==> src/hw/rtl/complex_phasor_tone_generator_unit_defines.svh <==
// Assertion macros for the complex phasor tone generator.
// Each macro expects clk and rst_n in scope at the place of use.
`ifndef COMPLEX_PHASOR_TONE_GENERATOR_UNIT_DEFINES_SVH
`define COMPLEX_PHASOR_TONE_GENERATOR_UNIT_DEFINES_SVH

// Consequent must hold in the same cycle as the antecedent.
`define CPTG_ASSERT_SAME(label, ante, cons) \
  label: assert property (@(posedge clk) disable iff (!rst_n) (ante) |-> (cons)) \
    else $error("cptg: same-cycle check failed");

// Consequent must hold in the cycle after the antecedent.
`define CPTG_ASSERT_NEXT(label, ante, cons) \
  label: assert property (@(posedge clk) disable iff (!rst_n) (ante) |=> (cons)) \
    else $error("cptg: next-cycle check failed");

`endif

==> src/hw/rtl/cptg_pkg.sv <==
// Shared constants, types and fixed-point helpers for the phasor tone generator.
// No dependencies; all other RTL files but the macro header use this package by scoped name.
`default_nettype none

package cptg_pkg;

  localparam int WORD_W    = 32;
  localparam int FRAC_BITS = 30;
  localparam int MAX_BURST = 64;
  localparam int COUNT_W   = 7;
  localparam int CNT_W     = $clog2(MAX_BURST + 1);
  localparam int PROD_W    = 2 * WORD_W;
  localparam int SHR_W     = PROD_W - FRAC_BITS;
  localparam int ACC_W     = ((SHR_W > FRAC_BITS + 2) ? SHR_W : FRAC_BITS + 2) + 2;
  localparam int PADDR_W   = 4;
  localparam int PDATA_W   = 32;
  localparam int REG_IDX_W = PADDR_W - 2;

  typedef logic signed [WORD_W-1:0] word_t;
  typedef logic signed [PROD_W-1:0] prod_t;
  typedef logic signed [ACC_W-1:0]  acc_t;

  // 1.0 and 3.0 in the fixed-point format
  localparam word_t UNIT_Q  = WORD_W'(64'd1 << FRAC_BITS);
  localparam acc_t  THREE_Q = ACC_W'(3) << FRAC_BITS;

  // Register map, indexed by paddr word offset
  typedef enum logic [REG_IDX_W-1:0] {
    REG_RATE_RE = 2'd0,
    REG_RATE_IM = 2'd1,
    REG_INIT_RE = 2'd2,
    REG_INIT_IM = 2'd3
  } reg_idx_t;

  // Datapath steps issued by the controller
  typedef enum logic [3:0] {
    DP_HOLD,
    DP_EMIT,
    DP_ROT0,
    DP_ROT1,
    DP_ROT2,
    DP_ROT3,
    DP_ROT4,
    DP_REN0,
    DP_REN1,
    DP_REN2,
    DP_REN3,
    DP_REN4,
    DP_REN5
  } dp_step_t;

  typedef struct packed {
    dp_step_t step;
    logic     last;
  } dp_cmd_t;

  // Arithmetic shift right of a full product, widened to the accumulator
  function automatic acc_t fshift(input prod_t p);
    return ACC_W'(p >>> FRAC_BITS);
  endfunction

  // Saturate an accumulator value to the word range
  function automatic word_t sat(input acc_t v);
    word_t res;
    if ((&v[ACC_W-1:WORD_W-1]) || !(|v[ACC_W-1:WORD_W-1])) begin
      res = v[WORD_W-1:0];
    end else if (v[ACC_W-1]) begin
      res = {1'b1, {(WORD_W-1){1'b0}}};
    end else begin
      res = {1'b0, {(WORD_W-1){1'b1}}};
    end
    return res;
  endfunction

endpackage

`default_nettype wire

==> src/hw/rtl/cptg_channels.sv <==
// Valid/ready channel interfaces: burst requests in, phasor samples out.
// Depends on cptg_pkg for field widths.
`default_nettype none

interface cptg_in_if;
  logic                         valid;
  logic                         ready;
  logic [cptg_pkg::COUNT_W-1:0] sample_count;

  modport source (output valid, output sample_count, input ready);
  modport sink   (input valid, input sample_count, output ready);
endinterface

interface cptg_out_if;
  logic                valid;
  logic                ready;
  cptg_pkg::word_t     sample_re;
  cptg_pkg::word_t     sample_im;
  logic                last_sample;

  modport source (output valid, output sample_re, output sample_im, output last_sample,
                  input ready);
  modport sink   (input valid, input sample_re, input sample_im, input last_sample,
                  output ready);
endinterface

`default_nettype wire

==> src/hw/rtl/cptg_regs.sv <==
// APB-style configuration registers: rotation rate and initial phase.
// Depends on cptg_pkg; raises a one-cycle phasor reload after an init write.
`default_nettype none

module cptg_regs (
  input  wire logic                         clk,
  input  wire logic                         rst_n,
  input  wire logic                         psel,
  input  wire logic                         penable,
  input  wire logic                         pwrite,
  input  wire logic [cptg_pkg::PADDR_W-1:0] paddr,
  input  wire logic [cptg_pkg::PDATA_W-1:0] pwdata,
  output      logic [cptg_pkg::PDATA_W-1:0] prdata,
  output      logic                         pready,
  output      cptg_pkg::word_t              rate_re,
  output      cptg_pkg::word_t              rate_im,
  output      cptg_pkg::word_t              init_re,
  output      cptg_pkg::word_t              init_im,
  output      logic                         load_phasor
);

  cptg_pkg::word_t    rate_re_r, rate_im_r, init_re_r, init_im_r;
  logic               load_r;
  logic               wr_en;
  cptg_pkg::reg_idx_t idx;

  assign pready = 1'b1;
  assign wr_en  = psel && penable && pwrite;
  assign idx    = cptg_pkg::reg_idx_t'(paddr[cptg_pkg::PADDR_W-1:2]);

  // Store written registers; flag a reload on an init write
  always_ff @(posedge clk) begin
    if (!rst_n) begin
      rate_re_r <= cptg_pkg::UNIT_Q;
      rate_im_r <= '0;
      init_re_r <= cptg_pkg::UNIT_Q;
      init_im_r <= '0;
      load_r    <= 1'b0;
    end else begin
      load_r <= 1'b0;
      if (wr_en) begin
        case (idx)
          cptg_pkg::REG_RATE_RE: rate_re_r <= pwdata;
          cptg_pkg::REG_RATE_IM: rate_im_r <= pwdata;
          cptg_pkg::REG_INIT_RE: begin
            init_re_r <= pwdata;
            load_r    <= 1'b1;
          end
          cptg_pkg::REG_INIT_IM: begin
            init_im_r <= pwdata;
            load_r    <= 1'b1;
          end
          default: ;
        endcase
      end
    end
  end

  // Read back
  always_comb begin
    case (idx)
      cptg_pkg::REG_RATE_RE: prdata = rate_re_r;
      cptg_pkg::REG_RATE_IM: prdata = rate_im_r;
      cptg_pkg::REG_INIT_RE: prdata = init_re_r;
      cptg_pkg::REG_INIT_IM: prdata = init_im_r;
      default:               prdata = '0;
    endcase
  end

  assign rate_re     = rate_re_r;
  assign rate_im     = rate_im_r;
  assign init_re     = init_re_r;
  assign init_im     = init_im_r;
  assign load_phasor = load_r;

endmodule

`default_nettype wire

==> src/hw/rtl/cptg_ctrl.sv <==
// Sequencer for the tone generator: burst counting, sample parity and the
// step schedule of the shared-multiplier datapath. Depends on cptg_pkg.
`default_nettype none

module cptg_ctrl (
  input  wire logic                         clk,
  input  wire logic                         rst_n,
  input  wire logic                         in_valid,
  output      logic                         in_ready,
  input  wire logic [cptg_pkg::COUNT_W-1:0] in_sample_count,
  output      logic                         out_valid,
  input  wire logic                         out_ready,
  input  wire logic                         load_phasor,
  output      cptg_pkg::dp_cmd_t            cmd
);

  typedef enum logic [3:0] {
    ST_IDLE,
    ST_EMIT,
    ST_ROT0,
    ST_ROT1,
    ST_ROT2,
    ST_ROT3,
    ST_ROT4,
    ST_REN0,
    ST_REN1,
    ST_REN2,
    ST_REN3,
    ST_REN4,
    ST_REN5
  } state_t;

  state_t                     state_r, state_nxt;
  logic [cptg_pkg::CNT_W-1:0] remaining_r, remaining_nxt;
  logic                       parity_r, parity_nxt;
  logic                       out_valid_r, out_valid_nxt;
  logic                       out_free;
  logic                       last_one;

  assign out_free = !out_valid_r || out_ready;
  assign last_one = (remaining_r == cptg_pkg::CNT_W'(1));

  always_comb begin
    state_nxt     = state_r;
    remaining_nxt = remaining_r;
    parity_nxt    = parity_r;
    out_valid_nxt = out_valid_r;
    cmd.step      = cptg_pkg::DP_HOLD;
    cmd.last      = last_one;

    // drop the output flag once the sample is taken
    if (out_valid_r && out_ready) begin
      out_valid_nxt = 1'b0;
    end

    case (state_r)
      ST_IDLE: begin
        if (in_valid && (in_sample_count != '0)) begin
          if (32'(in_sample_count) > 32'(cptg_pkg::MAX_BURST)) begin
            remaining_nxt = cptg_pkg::CNT_W'(cptg_pkg::MAX_BURST);
          end else begin
            remaining_nxt = cptg_pkg::CNT_W'(in_sample_count);
          end
          state_nxt = ST_EMIT;
        end
      end
      ST_EMIT: begin
        if (out_free) begin
          cmd.step      = cptg_pkg::DP_EMIT;
          out_valid_nxt = 1'b1;
          state_nxt     = ST_ROT0;
        end
      end
      ST_ROT0: begin
        cmd.step  = cptg_pkg::DP_ROT0;
        state_nxt = ST_ROT1;
      end
      ST_ROT1: begin
        cmd.step  = cptg_pkg::DP_ROT1;
        state_nxt = ST_ROT2;
      end
      ST_ROT2: begin
        cmd.step  = cptg_pkg::DP_ROT2;
        state_nxt = ST_ROT3;
      end
      ST_ROT3: begin
        cmd.step  = cptg_pkg::DP_ROT3;
        state_nxt = ST_ROT4;
      end
      ST_ROT4: begin
        cmd.step   = cptg_pkg::DP_ROT4;
        parity_nxt = !parity_r;
        if (parity_r) begin
          state_nxt = ST_REN0;
        end else begin
          remaining_nxt = remaining_r - cptg_pkg::CNT_W'(1);
          state_nxt     = last_one ? ST_IDLE : ST_EMIT;
        end
      end
      ST_REN0: begin
        cmd.step  = cptg_pkg::DP_REN0;
        state_nxt = ST_REN1;
      end
      ST_REN1: begin
        cmd.step  = cptg_pkg::DP_REN1;
        state_nxt = ST_REN2;
      end
      ST_REN2: begin
        cmd.step  = cptg_pkg::DP_REN2;
        state_nxt = ST_REN3;
      end
      ST_REN3: begin
        cmd.step  = cptg_pkg::DP_REN3;
        state_nxt = ST_REN4;
      end
      ST_REN4: begin
        cmd.step  = cptg_pkg::DP_REN4;
        state_nxt = ST_REN5;
      end
      ST_REN5: begin
        cmd.step      = cptg_pkg::DP_REN5;
        remaining_nxt = remaining_r - cptg_pkg::CNT_W'(1);
        state_nxt     = last_one ? ST_IDLE : ST_EMIT;
      end
      default: begin
        state_nxt = ST_IDLE;
      end
    endcase

    // an init write restarts the parity count
    if (load_phasor) begin
      parity_nxt = 1'b0;
    end
  end

  // Hold state and registered outputs
  always_ff @(posedge clk) begin
    if (!rst_n) begin
      state_r     <= ST_IDLE;
      remaining_r <= '0;
      parity_r    <= 1'b0;
      out_valid_r <= 1'b0;
    end else begin
      state_r     <= state_nxt;
      remaining_r <= remaining_nxt;
      parity_r    <= parity_nxt;
      out_valid_r <= out_valid_nxt;
    end
  end

  assign in_ready  = (state_r == ST_IDLE);
  assign out_valid = out_valid_r;

endmodule

`default_nettype wire

==> src/hw/rtl/cptg_dp.sv <==
// Datapath: phasor registers, one shared 32x32 multiplier with a product
// register, accumulator and output sample register. Depends on cptg_pkg.
`default_nettype none

module cptg_dp (
  input  wire logic              clk,
  input  wire logic              rst_n,
  input  wire cptg_pkg::dp_cmd_t cmd,
  input  wire logic              load_phasor,
  input  wire cptg_pkg::word_t   rate_re,
  input  wire cptg_pkg::word_t   rate_im,
  input  wire cptg_pkg::word_t   init_re,
  input  wire cptg_pkg::word_t   init_im,
  output      cptg_pkg::word_t   sample_re,
  output      cptg_pkg::word_t   sample_im,
  output      logic              last_sample
);

  cptg_pkg::word_t phasor_re_r, phasor_re_nxt;
  cptg_pkg::word_t phasor_im_r, phasor_im_nxt;
  cptg_pkg::prod_t prod_r, prod_nxt;
  cptg_pkg::acc_t  acc_r, acc_nxt;
  cptg_pkg::word_t tmp_r, tmp_nxt;
  cptg_pkg::word_t d_r, d_nxt;
  cptg_pkg::word_t sample_re_r, sample_re_nxt;
  cptg_pkg::word_t sample_im_r, sample_im_nxt;
  logic            last_r, last_nxt;
  cptg_pkg::word_t mul_a, mul_b;
  cptg_pkg::acc_t  sh;

  assign sh = cptg_pkg::fshift(prod_r);

  // Select multiplier operands for the current step
  always_comb begin
    case (cmd.step)
      cptg_pkg::DP_ROT0: begin mul_a = phasor_re_r; mul_b = rate_re;     end
      cptg_pkg::DP_ROT1: begin mul_a = phasor_im_r; mul_b = rate_im;     end
      cptg_pkg::DP_ROT2: begin mul_a = phasor_re_r; mul_b = rate_im;     end
      cptg_pkg::DP_ROT3: begin mul_a = phasor_im_r; mul_b = rate_re;     end
      cptg_pkg::DP_REN0: begin mul_a = phasor_re_r; mul_b = phasor_re_r; end
      cptg_pkg::DP_REN1: begin mul_a = phasor_im_r; mul_b = phasor_im_r; end
      cptg_pkg::DP_REN3: begin mul_a = phasor_re_r; mul_b = d_r;         end
      cptg_pkg::DP_REN4: begin mul_a = phasor_im_r; mul_b = d_r;         end
      default:           begin mul_a = phasor_re_r; mul_b = rate_re;     end
    endcase
  end

  assign prod_nxt = mul_a * mul_b;

  // Accumulate, saturate and update the phasor
  always_comb begin
    phasor_re_nxt = phasor_re_r;
    phasor_im_nxt = phasor_im_r;
    acc_nxt       = acc_r;
    tmp_nxt       = tmp_r;
    d_nxt         = d_r;
    sample_re_nxt = sample_re_r;
    sample_im_nxt = sample_im_r;
    last_nxt      = last_r;

    case (cmd.step)
      cptg_pkg::DP_EMIT: begin
        sample_re_nxt = phasor_re_r;
        sample_im_nxt = phasor_im_r;
        last_nxt      = cmd.last;
      end
      cptg_pkg::DP_ROT1: acc_nxt = sh;
      cptg_pkg::DP_ROT2: tmp_nxt = cptg_pkg::sat(acc_r - sh);
      cptg_pkg::DP_ROT3: acc_nxt = sh;
      cptg_pkg::DP_ROT4: begin
        phasor_re_nxt = tmp_r;
        phasor_im_nxt = cptg_pkg::sat(acc_r + sh);
      end
      cptg_pkg::DP_REN1: acc_nxt = sh;
      cptg_pkg::DP_REN2: d_nxt = cptg_pkg::sat((cptg_pkg::THREE_Q - (acc_r + sh)) >>> 1);
      cptg_pkg::DP_REN4: phasor_re_nxt = cptg_pkg::sat(sh);
      cptg_pkg::DP_REN5: phasor_im_nxt = cptg_pkg::sat(sh);
      default: ;
    endcase

    // reload from the init registers after an init write
    if (load_phasor) begin
      phasor_re_nxt = init_re;
      phasor_im_nxt = init_im;
    end
  end

  // Phasor state
  always_ff @(posedge clk) begin
    if (!rst_n) begin
      phasor_re_r <= cptg_pkg::UNIT_Q;
      phasor_im_r <= '0;
    end else begin
      phasor_re_r <= phasor_re_nxt;
      phasor_im_r <= phasor_im_nxt;
    end
  end

  // Working and output payload registers
  always_ff @(posedge clk) begin
    prod_r      <= prod_nxt;
    acc_r       <= acc_nxt;
    tmp_r       <= tmp_nxt;
    d_r         <= d_nxt;
    sample_re_r <= sample_re_nxt;
    sample_im_r <= sample_im_nxt;
    last_r      <= last_nxt;
  end

  assign sample_re   = sample_re_r;
  assign sample_im   = sample_im_r;
  assign last_sample = last_r;

endmodule

`default_nettype wire

==> src/hw/rtl/complex_phasor_tone_generator_unit.sv <==
// Top level of the complex phasor tone generator: register port, controller
// and datapath. Depends on cptg_pkg, cptg_channels, cptg_regs, cptg_ctrl, cptg_dp.
//
// Each request asks for a burst of 1 to 64 samples (0 gives none, more than
// 64 gives 64); the block emits the current phasor, then rotates it by the
// rate vector, and renormalizes it after every second sample. All four
// products of a rotation and the two squares and two scalings of a
// renormalization go through one shared 32x32 multiplier, one product per
// cycle: a sample steps through EMIT and ROT0 to ROT4, and then through
// REN0 to REN5 when a renormalization follows; a burst also waits on any
// stall on the result channel. One finished sample waits in the output
// register while the next is computed. A new request is taken once the
// previous burst has been computed. Writing init_re or init_im reloads the
// phasor from both init registers and restarts the renormalization count.
`default_nettype none

`include "complex_phasor_tone_generator_unit_defines.svh"

module complex_phasor_tone_generator_unit (
  input  wire logic                         clk,
  input  wire logic                         rst_n,
  cptg_in_if.sink                           in_ch,
  cptg_out_if.source                        out_ch,
  input  wire logic                         psel,
  input  wire logic                         penable,
  input  wire logic                         pwrite,
  input  wire logic [cptg_pkg::PADDR_W-1:0] paddr,
  input  wire logic [cptg_pkg::PDATA_W-1:0] pwdata,
  output      logic [cptg_pkg::PDATA_W-1:0] prdata,
  output      logic                         pready
);

  cptg_pkg::word_t   rate_re, rate_im, init_re, init_im;
  logic              load_phasor;
  cptg_pkg::dp_cmd_t cmd;
  logic              in_ready;
  logic              out_valid;
  cptg_pkg::word_t   sample_re, sample_im;
  logic              last_sample;

  cptg_regs u_regs (
    .clk         (clk),
    .rst_n       (rst_n),
    .psel        (psel),
    .penable     (penable),
    .pwrite      (pwrite),
    .paddr       (paddr),
    .pwdata      (pwdata),
    .prdata      (prdata),
    .pready      (pready),
    .rate_re     (rate_re),
    .rate_im     (rate_im),
    .init_re     (init_re),
    .init_im     (init_im),
    .load_phasor (load_phasor)
  );

  cptg_ctrl u_ctrl (
    .clk             (clk),
    .rst_n           (rst_n),
    .in_valid        (in_ch.valid),
    .in_ready        (in_ready),
    .in_sample_count (in_ch.sample_count),
    .out_valid       (out_valid),
    .out_ready       (out_ch.ready),
    .load_phasor     (load_phasor),
    .cmd             (cmd)
  );

  cptg_dp u_dp (
    .clk         (clk),
    .rst_n       (rst_n),
    .cmd         (cmd),
    .load_phasor (load_phasor),
    .rate_re     (rate_re),
    .rate_im     (rate_im),
    .init_re     (init_re),
    .init_im     (init_im),
    .sample_re   (sample_re),
    .sample_im   (sample_im),
    .last_sample (last_sample)
  );

  // Drive the channels
  assign in_ch.ready        = in_ready;
  assign out_ch.valid       = out_valid;
  assign out_ch.sample_re   = sample_re;
  assign out_ch.sample_im   = sample_im;
  assign out_ch.last_sample = last_sample;

  // A new sample is loaded only into a free output slot
  `CPTG_ASSERT_SAME(a_emit_slot_free, cmd.step == cptg_pkg::DP_EMIT, !out_ch.valid || out_ch.ready)
  // A nonempty burst keeps the request channel closed
  `CPTG_ASSERT_NEXT(a_busy_after_accept, in_ch.valid && in_ch.ready && in_ch.sample_count != '0, !in_ch.ready)
  // No datapath step runs while a request can be taken
  `CPTG_ASSERT_SAME(a_idle_no_step, in_ch.ready, cmd.step == cptg_pkg::DP_HOLD)

endmodule

`default_nettype wire

==> src/flat_wrapper.sv <==
// flat-port wrapper written by rule: the top's interface ports become plain ports
module complex_phasor_tone_generator_unit_flat 
  (clk, rst_n, psel, penable, pwrite, paddr, pwdata, prdata, pready, in_ch_valid, in_ch_sample_count, in_ch_ready, out_ch_valid, out_ch_sample_re, out_ch_sample_im, out_ch_last_sample, out_ch_ready);
  cptg_in_if in_ch_i ();
  cptg_out_if out_ch_i ();
  input  wire logic clk;
  input  wire logic rst_n;
  input  wire logic psel;
  input  wire logic penable;
  input  wire logic pwrite;
  input  wire logic [cptg_pkg::PADDR_W-1:0] paddr;
  input  wire logic [cptg_pkg::PDATA_W-1:0] pwdata;
  output      logic [cptg_pkg::PDATA_W-1:0] prdata;
  output      logic pready;
  input wire logic [$bits(in_ch_i.valid)-1:0] in_ch_valid;
  input wire logic [$bits(in_ch_i.sample_count)-1:0] in_ch_sample_count;
  output wire logic [$bits(in_ch_i.ready)-1:0] in_ch_ready;
  output wire logic [$bits(out_ch_i.valid)-1:0] out_ch_valid;
  output wire logic [$bits(out_ch_i.sample_re)-1:0] out_ch_sample_re;
  output wire logic [$bits(out_ch_i.sample_im)-1:0] out_ch_sample_im;
  output wire logic [$bits(out_ch_i.last_sample)-1:0] out_ch_last_sample;
  input wire logic [$bits(out_ch_i.ready)-1:0] out_ch_ready;
  assign in_ch_i.valid = in_ch_valid;
  assign in_ch_i.sample_count = in_ch_sample_count;
  assign in_ch_ready = in_ch_i.ready;
  assign out_ch_valid = out_ch_i.valid;
  assign out_ch_sample_re = out_ch_i.sample_re;
  assign out_ch_sample_im = out_ch_i.sample_im;
  assign out_ch_last_sample = out_ch_i.last_sample;
  assign out_ch_i.ready = out_ch_ready;
  complex_phasor_tone_generator_unit u_core (.clk(clk), .rst_n(rst_n), .in_ch(in_ch_i), .out_ch(out_ch_i), .psel(psel), .penable(penable), .pwrite(pwrite), .paddr(paddr), .pwdata(pwdata), .prdata(prdata), .pready(pready));
endmodule
==> config.mk <==
export PLATFORM = sky130hd
export DESIGN_NAME = complex_phasor_tone_generator_unit_flat
export DESIGN_NICKNAME = d
export VERILOG_FILES = /design/src/hw/rtl/cptg_pkg.sv /design/src/hw/rtl/cptg_channels.sv /design/src/hw/rtl/cptg_regs.sv /design/src/hw/rtl/cptg_ctrl.sv /design/src/hw/rtl/cptg_dp.sv /design/src/hw/rtl/complex_phasor_tone_generator_unit.sv /design/src/flat_wrapper.sv
export VERILOG_INCLUDE_DIRS = /design/src /design/src/hw/rtl
export SDC_FILE = /design/constraint.sdc
export NUM_CORES = 2
export LEC_CHECK = 0
export BUFFER_PORTS_ARGS = -buffer_cell sky130_fd_sc_hd__buf_4
export CORE_MARGIN = 1
export CORE_UTILIZATION = 34
export DETAILED_ROUTE_END_ITERATION = 6
export PLACE_DENSITY = 0.55
export SYNTH_ARGS = -nofsm -noshare
export SYNTH_HDL_FRONTEND = slang
export SYNTH_SLANG_ARGS = --single-unit
==> constraint.sdc <==
create_clock -name clk -period 11.9 [get_ports clk]
set_input_delay 1.785 -clock clk [delete_from_list [all_inputs] [get_ports clk]]
set_output_delay 1.785 -clock clk [all_outputs]
set_load 0.02 [all_outputs]
==> flow_summary.yaml <==
grt:
  grt_max_degree: 103
  grt_pass1_wl_um: 311000
  grt_use_total_pct: 25.3
  grt-ovfl-total: 0
  grt_pass1_vias: 46300
  antenna_found_initial: 12
timing:
  relSlewSlack_pct: 16.6
  worst_pin_slew_ps: 1250
  rsz0062_at_grt: "no"
  setup_violations: 0
  fin_crit_sh_pct: 95.7
  holdWs_ps: 472
  hold_viol: 0
  drv_slew: 0
  clock_skew_ps: 38.0
  max_freq_mhz: 87.8
  finalSetupTns_ps: 0
  fin_crit_ps: 11390
layout:
  final_common_cell: "fa_1"
  utilization_pct: 38.0
  reg_top3: "u_core.u_dp.acc_r (34), u_core.u_dp.prod_r (34)"
  final_cell_mix: "fa_1 (1083), inv_1 (1035), nand2_1 (888), nor2_1 (712), buf_4 (321)"
  drive_above_1_share_pct: 9.66
  syn2layout_area_growth_pct: 10.8
  nets: 7540
placed_design:
  port_buffers: 146
  dp_hpwl_um: 164000
  gp_congestion: 0.959
clocking:
  clock_tree.root_cell: "clkbuf_16"
  clk_pin_slew_worst_paths_ps: 60
  clk_path_buf_depth: 3
  cts_setup_buffers: 0
  cts.repair.resized: 0
  h-tree-depth: 2
  worstSkewPairLatency_ps: 620
  ctsHoldBuffers: 0
  cts.sinks: 403
  cts_buffers: 45
  cts_tree: "built"
synthesis:
  async_flop_share_pct: 0
  synth-edff-count: 163
  yosysSeqAreaShare_pct: 17.3
  synthCells: 6115
  synthesis.nets: 7499
  yosys_warnings: 0
  synth_ff_type: "dfxtp_1"
  ys_ff_latch: 403
  yosysUniqueCellTypes: 90
  syn_area_sq_um: 56000
  postSynthAreaPerCell_sq_um: 9.16
detailed_routing:
  wl_per_cell_um: 25.1
  final_antenna_net_count: 0
  vias_per_cell: 5.38
  dr_total_vias: 45000
  drt_iter0_drc: 4591
  drcViolationCount: 0
  firstDrtPassIters: 6
  wirelength_um: 210000
power:
  p_int_mw: 2.78
  vdd_ir_drop_max_uv: 111
  p_seq_share_pct: 37.4
  total_power_mw: 4.30
  switching_share_pct: 35.4
  comb_power_share_pct: 27.4
  p_sw_mw: 1.52
  pwr-share-clk_pct: 35.2
  p_per_area_nw_per_um2: 69.2
  leakage_nw: 27.4
hold_path:
  hold_class: "reg2reg"
  worstHoldStart: "u_core.u_regs.rate_re[11]"
  whs_endpoint: "u_core.u_regs.rate_re[11]"
  hold_depth: 2
critical_path:
  reg2reg_depth: 32
  critPathKind: "reg2reg"
  cpMostUsedCell: "fa_1"
  cp-start-kind: "flip-flop"
  r2r_setup_slack_ps: 510
  r2r_end: "u_core.u_dp.prod_r[58]"
  rr_startpoint: "u_core.u_ctrl.state_r[1]"
  critPathArrivalTime_ps: 11910
  crit_family: "adder cells"
  crit_slowest_cell: "a221o_1"
  slowest_delay_ps: 750
  cp_max_fo: 21
  cp_data_required_time_ps: 12420
  crit_path_end_kind: "flip-flop"
  cp_num_buf_inv: 5
floorplan:
  core_sq_um: 163000
  die_w_um: 408
  die_area_sq_um: 166000
  die_h_um: 408
  rows: 148
  ios: 150
  start_util_pct: 34.3
flow_run:
  max-cap-violations: 0
status:
  status: "complete, no violations"
## cells in the mapped netlist (all sizes together), types with 14 or more instances
| cell | count | area (sq um) |
|---|---|---|
| a211oi | 16 | 125 |
| a21o | 41 | 308 |
| a21oi | 340 | 1800 |
| a221o | 28 | 280 |
| a221oi | 37 | 324 |
| a22oi | 32 | 240 |
| and2 | 20 | 125 |
| and3 | 14 | 87.6 |
| buf | 37 | 194 |
| clkbuf | 297 | 1110 |
| dfxtp | 240 | 4800 |
| edfxtp | 163 | 4890 |
| fa | 1083 | 21700 |
| ha | 251 | 3140 |
| inv | 1037 | 3890 |
| mux2 | 31 | 349 |
| mux2i | 34 | 340 |
| mux4 | 32 | 721 |
| nand2 | 888 | 3330 |
| nand2b | 54 | 345 |
| nand3 | 26 | 130 |
| nand4 | 19 | 119 |
| nor2 | 718 | 2700 |
| nor2b | 23 | 144 |
| nor3 | 69 | 345 |
| o211a | 33 | 330 |
| o211ai | 30 | 225 |
| o21a | 23 | 173 |
| o21ai | 125 | 626 |
| o21bai | 16 | 120 |
| o221ai | 20 | 175 |
| o311ai | 27 | 236 |
| or2 | 18 | 113 |
| or3 | 16 | 100 |
| xnor2 | 89 | 787 |
| xor2 | 36 | 323 |
## worst register-to-register path, delay by kind of cell, from the launching register on
| kind | cells | cell delay (ps) |
|---|---|---|
| adders and majority gates | 9 | 4380 |
| xor gates and xnor gates | 1 | 140 |
| AOI/OAI and AO/OA | 10 | 3420 |
| DFF | 1 | 410 |
| and+or+nand+nor | 7 | 2180 |
| buffers and inverters | 5 | 780 |
## stage by stage
step | worst slack [ps] | instances | instance area, sq um
after floorplan | 2050 | 6115 | 56000
after detailed placement | 753 | 8284 | 60500
final | 509 | 8371 | 62100
after global placement | 835 | 8284 | 60500
after CTS | 682 | 8367 | 62100
after global routing | 138 | 8368 | 62100
## power by group through the flow
| stage | Combinational, mW | Clock [mW] | Sequential [mW] |
|---|---|---|---|
| after floorplan | 0.686 | 0 | 1.62 |
| after global placement | 1.15 | 0 | 1.63 |
| after detailed placement | 1.15 | 0 | 1.63 |
| after CTS | 1.16 | 1.52 | 1.61 |
| after global routing | 1.26 | 1.58 | 1.61 |
| final | 1.18 | 1.51 | 1.61 |
## metal layers
layer  part of all wire [%]  track usage (%)  wire (um)
met1                     41             34.4      85800
met2                     44             38.8      92500
met3                     11             6.54      22300
met4                    4.5             9.25       9510
met5                 0.0062                0         13
## worst max-delay path by stage
| stage | endpoint | start | cells past startpoint | slack, ps |
|---|---|---|---|---|
| 3_5_place_dp | u_core.u_dp.prod_r[58] | u_core.u_ctrl.state_r[1] | 32 | 750 |
| 3_3_place_gp | u_core.u_dp.prod_r[58] | u_core.u_ctrl.state_r[1] | 31 | 830 |
| 2_1_floorplan | u_core.u_dp.prod_r[58] | u_core.u_ctrl.state_r[3] | 32 | 2050 |
| 4_1_cts | u_core.u_dp.prod_r[58] | u_core.u_ctrl.state_r[1] | 32 | 680 |
| 6_report | u_core.u_dp.prod_r[58] | u_core.u_ctrl.state_r[1] | 32 | 510 |
| 5_1_grt | u_core.u_dp.prod_r[58] | u_core.u_ctrl.state_r[1] | 32 | 140 |
## logic make-up (layout without fill, tap and decap cells)
group | count (synthesis) | count (layout) | share of synthesized area, %
mux | 97 | 97 | 2.52
flops | 403 | 403 | 17.3
buf+inv | 1375 | 1452 | 9.31
compound gates | 865 | 865 | 10.4
other cells | 1 | 5 | 0.00669
fa+ha+maj | 1335 | 1335 | 44.3
xor+xnor | 125 | 125 | 1.98
simple gates | 1914 | 1914 | 14.2
## area by class of cell
type	instances	area, sq um
clock inverters	24	332
multi-input cells	4337	41600
flip-flops and latches	403	9700
repair buffers	328	2550
diodes	4	10.0
fillers	16400	101000
clock buffers	59	1250
well taps	2175	2720
inverters	1041	3910
Note: power is estimated with default switching activity, not from simulation.
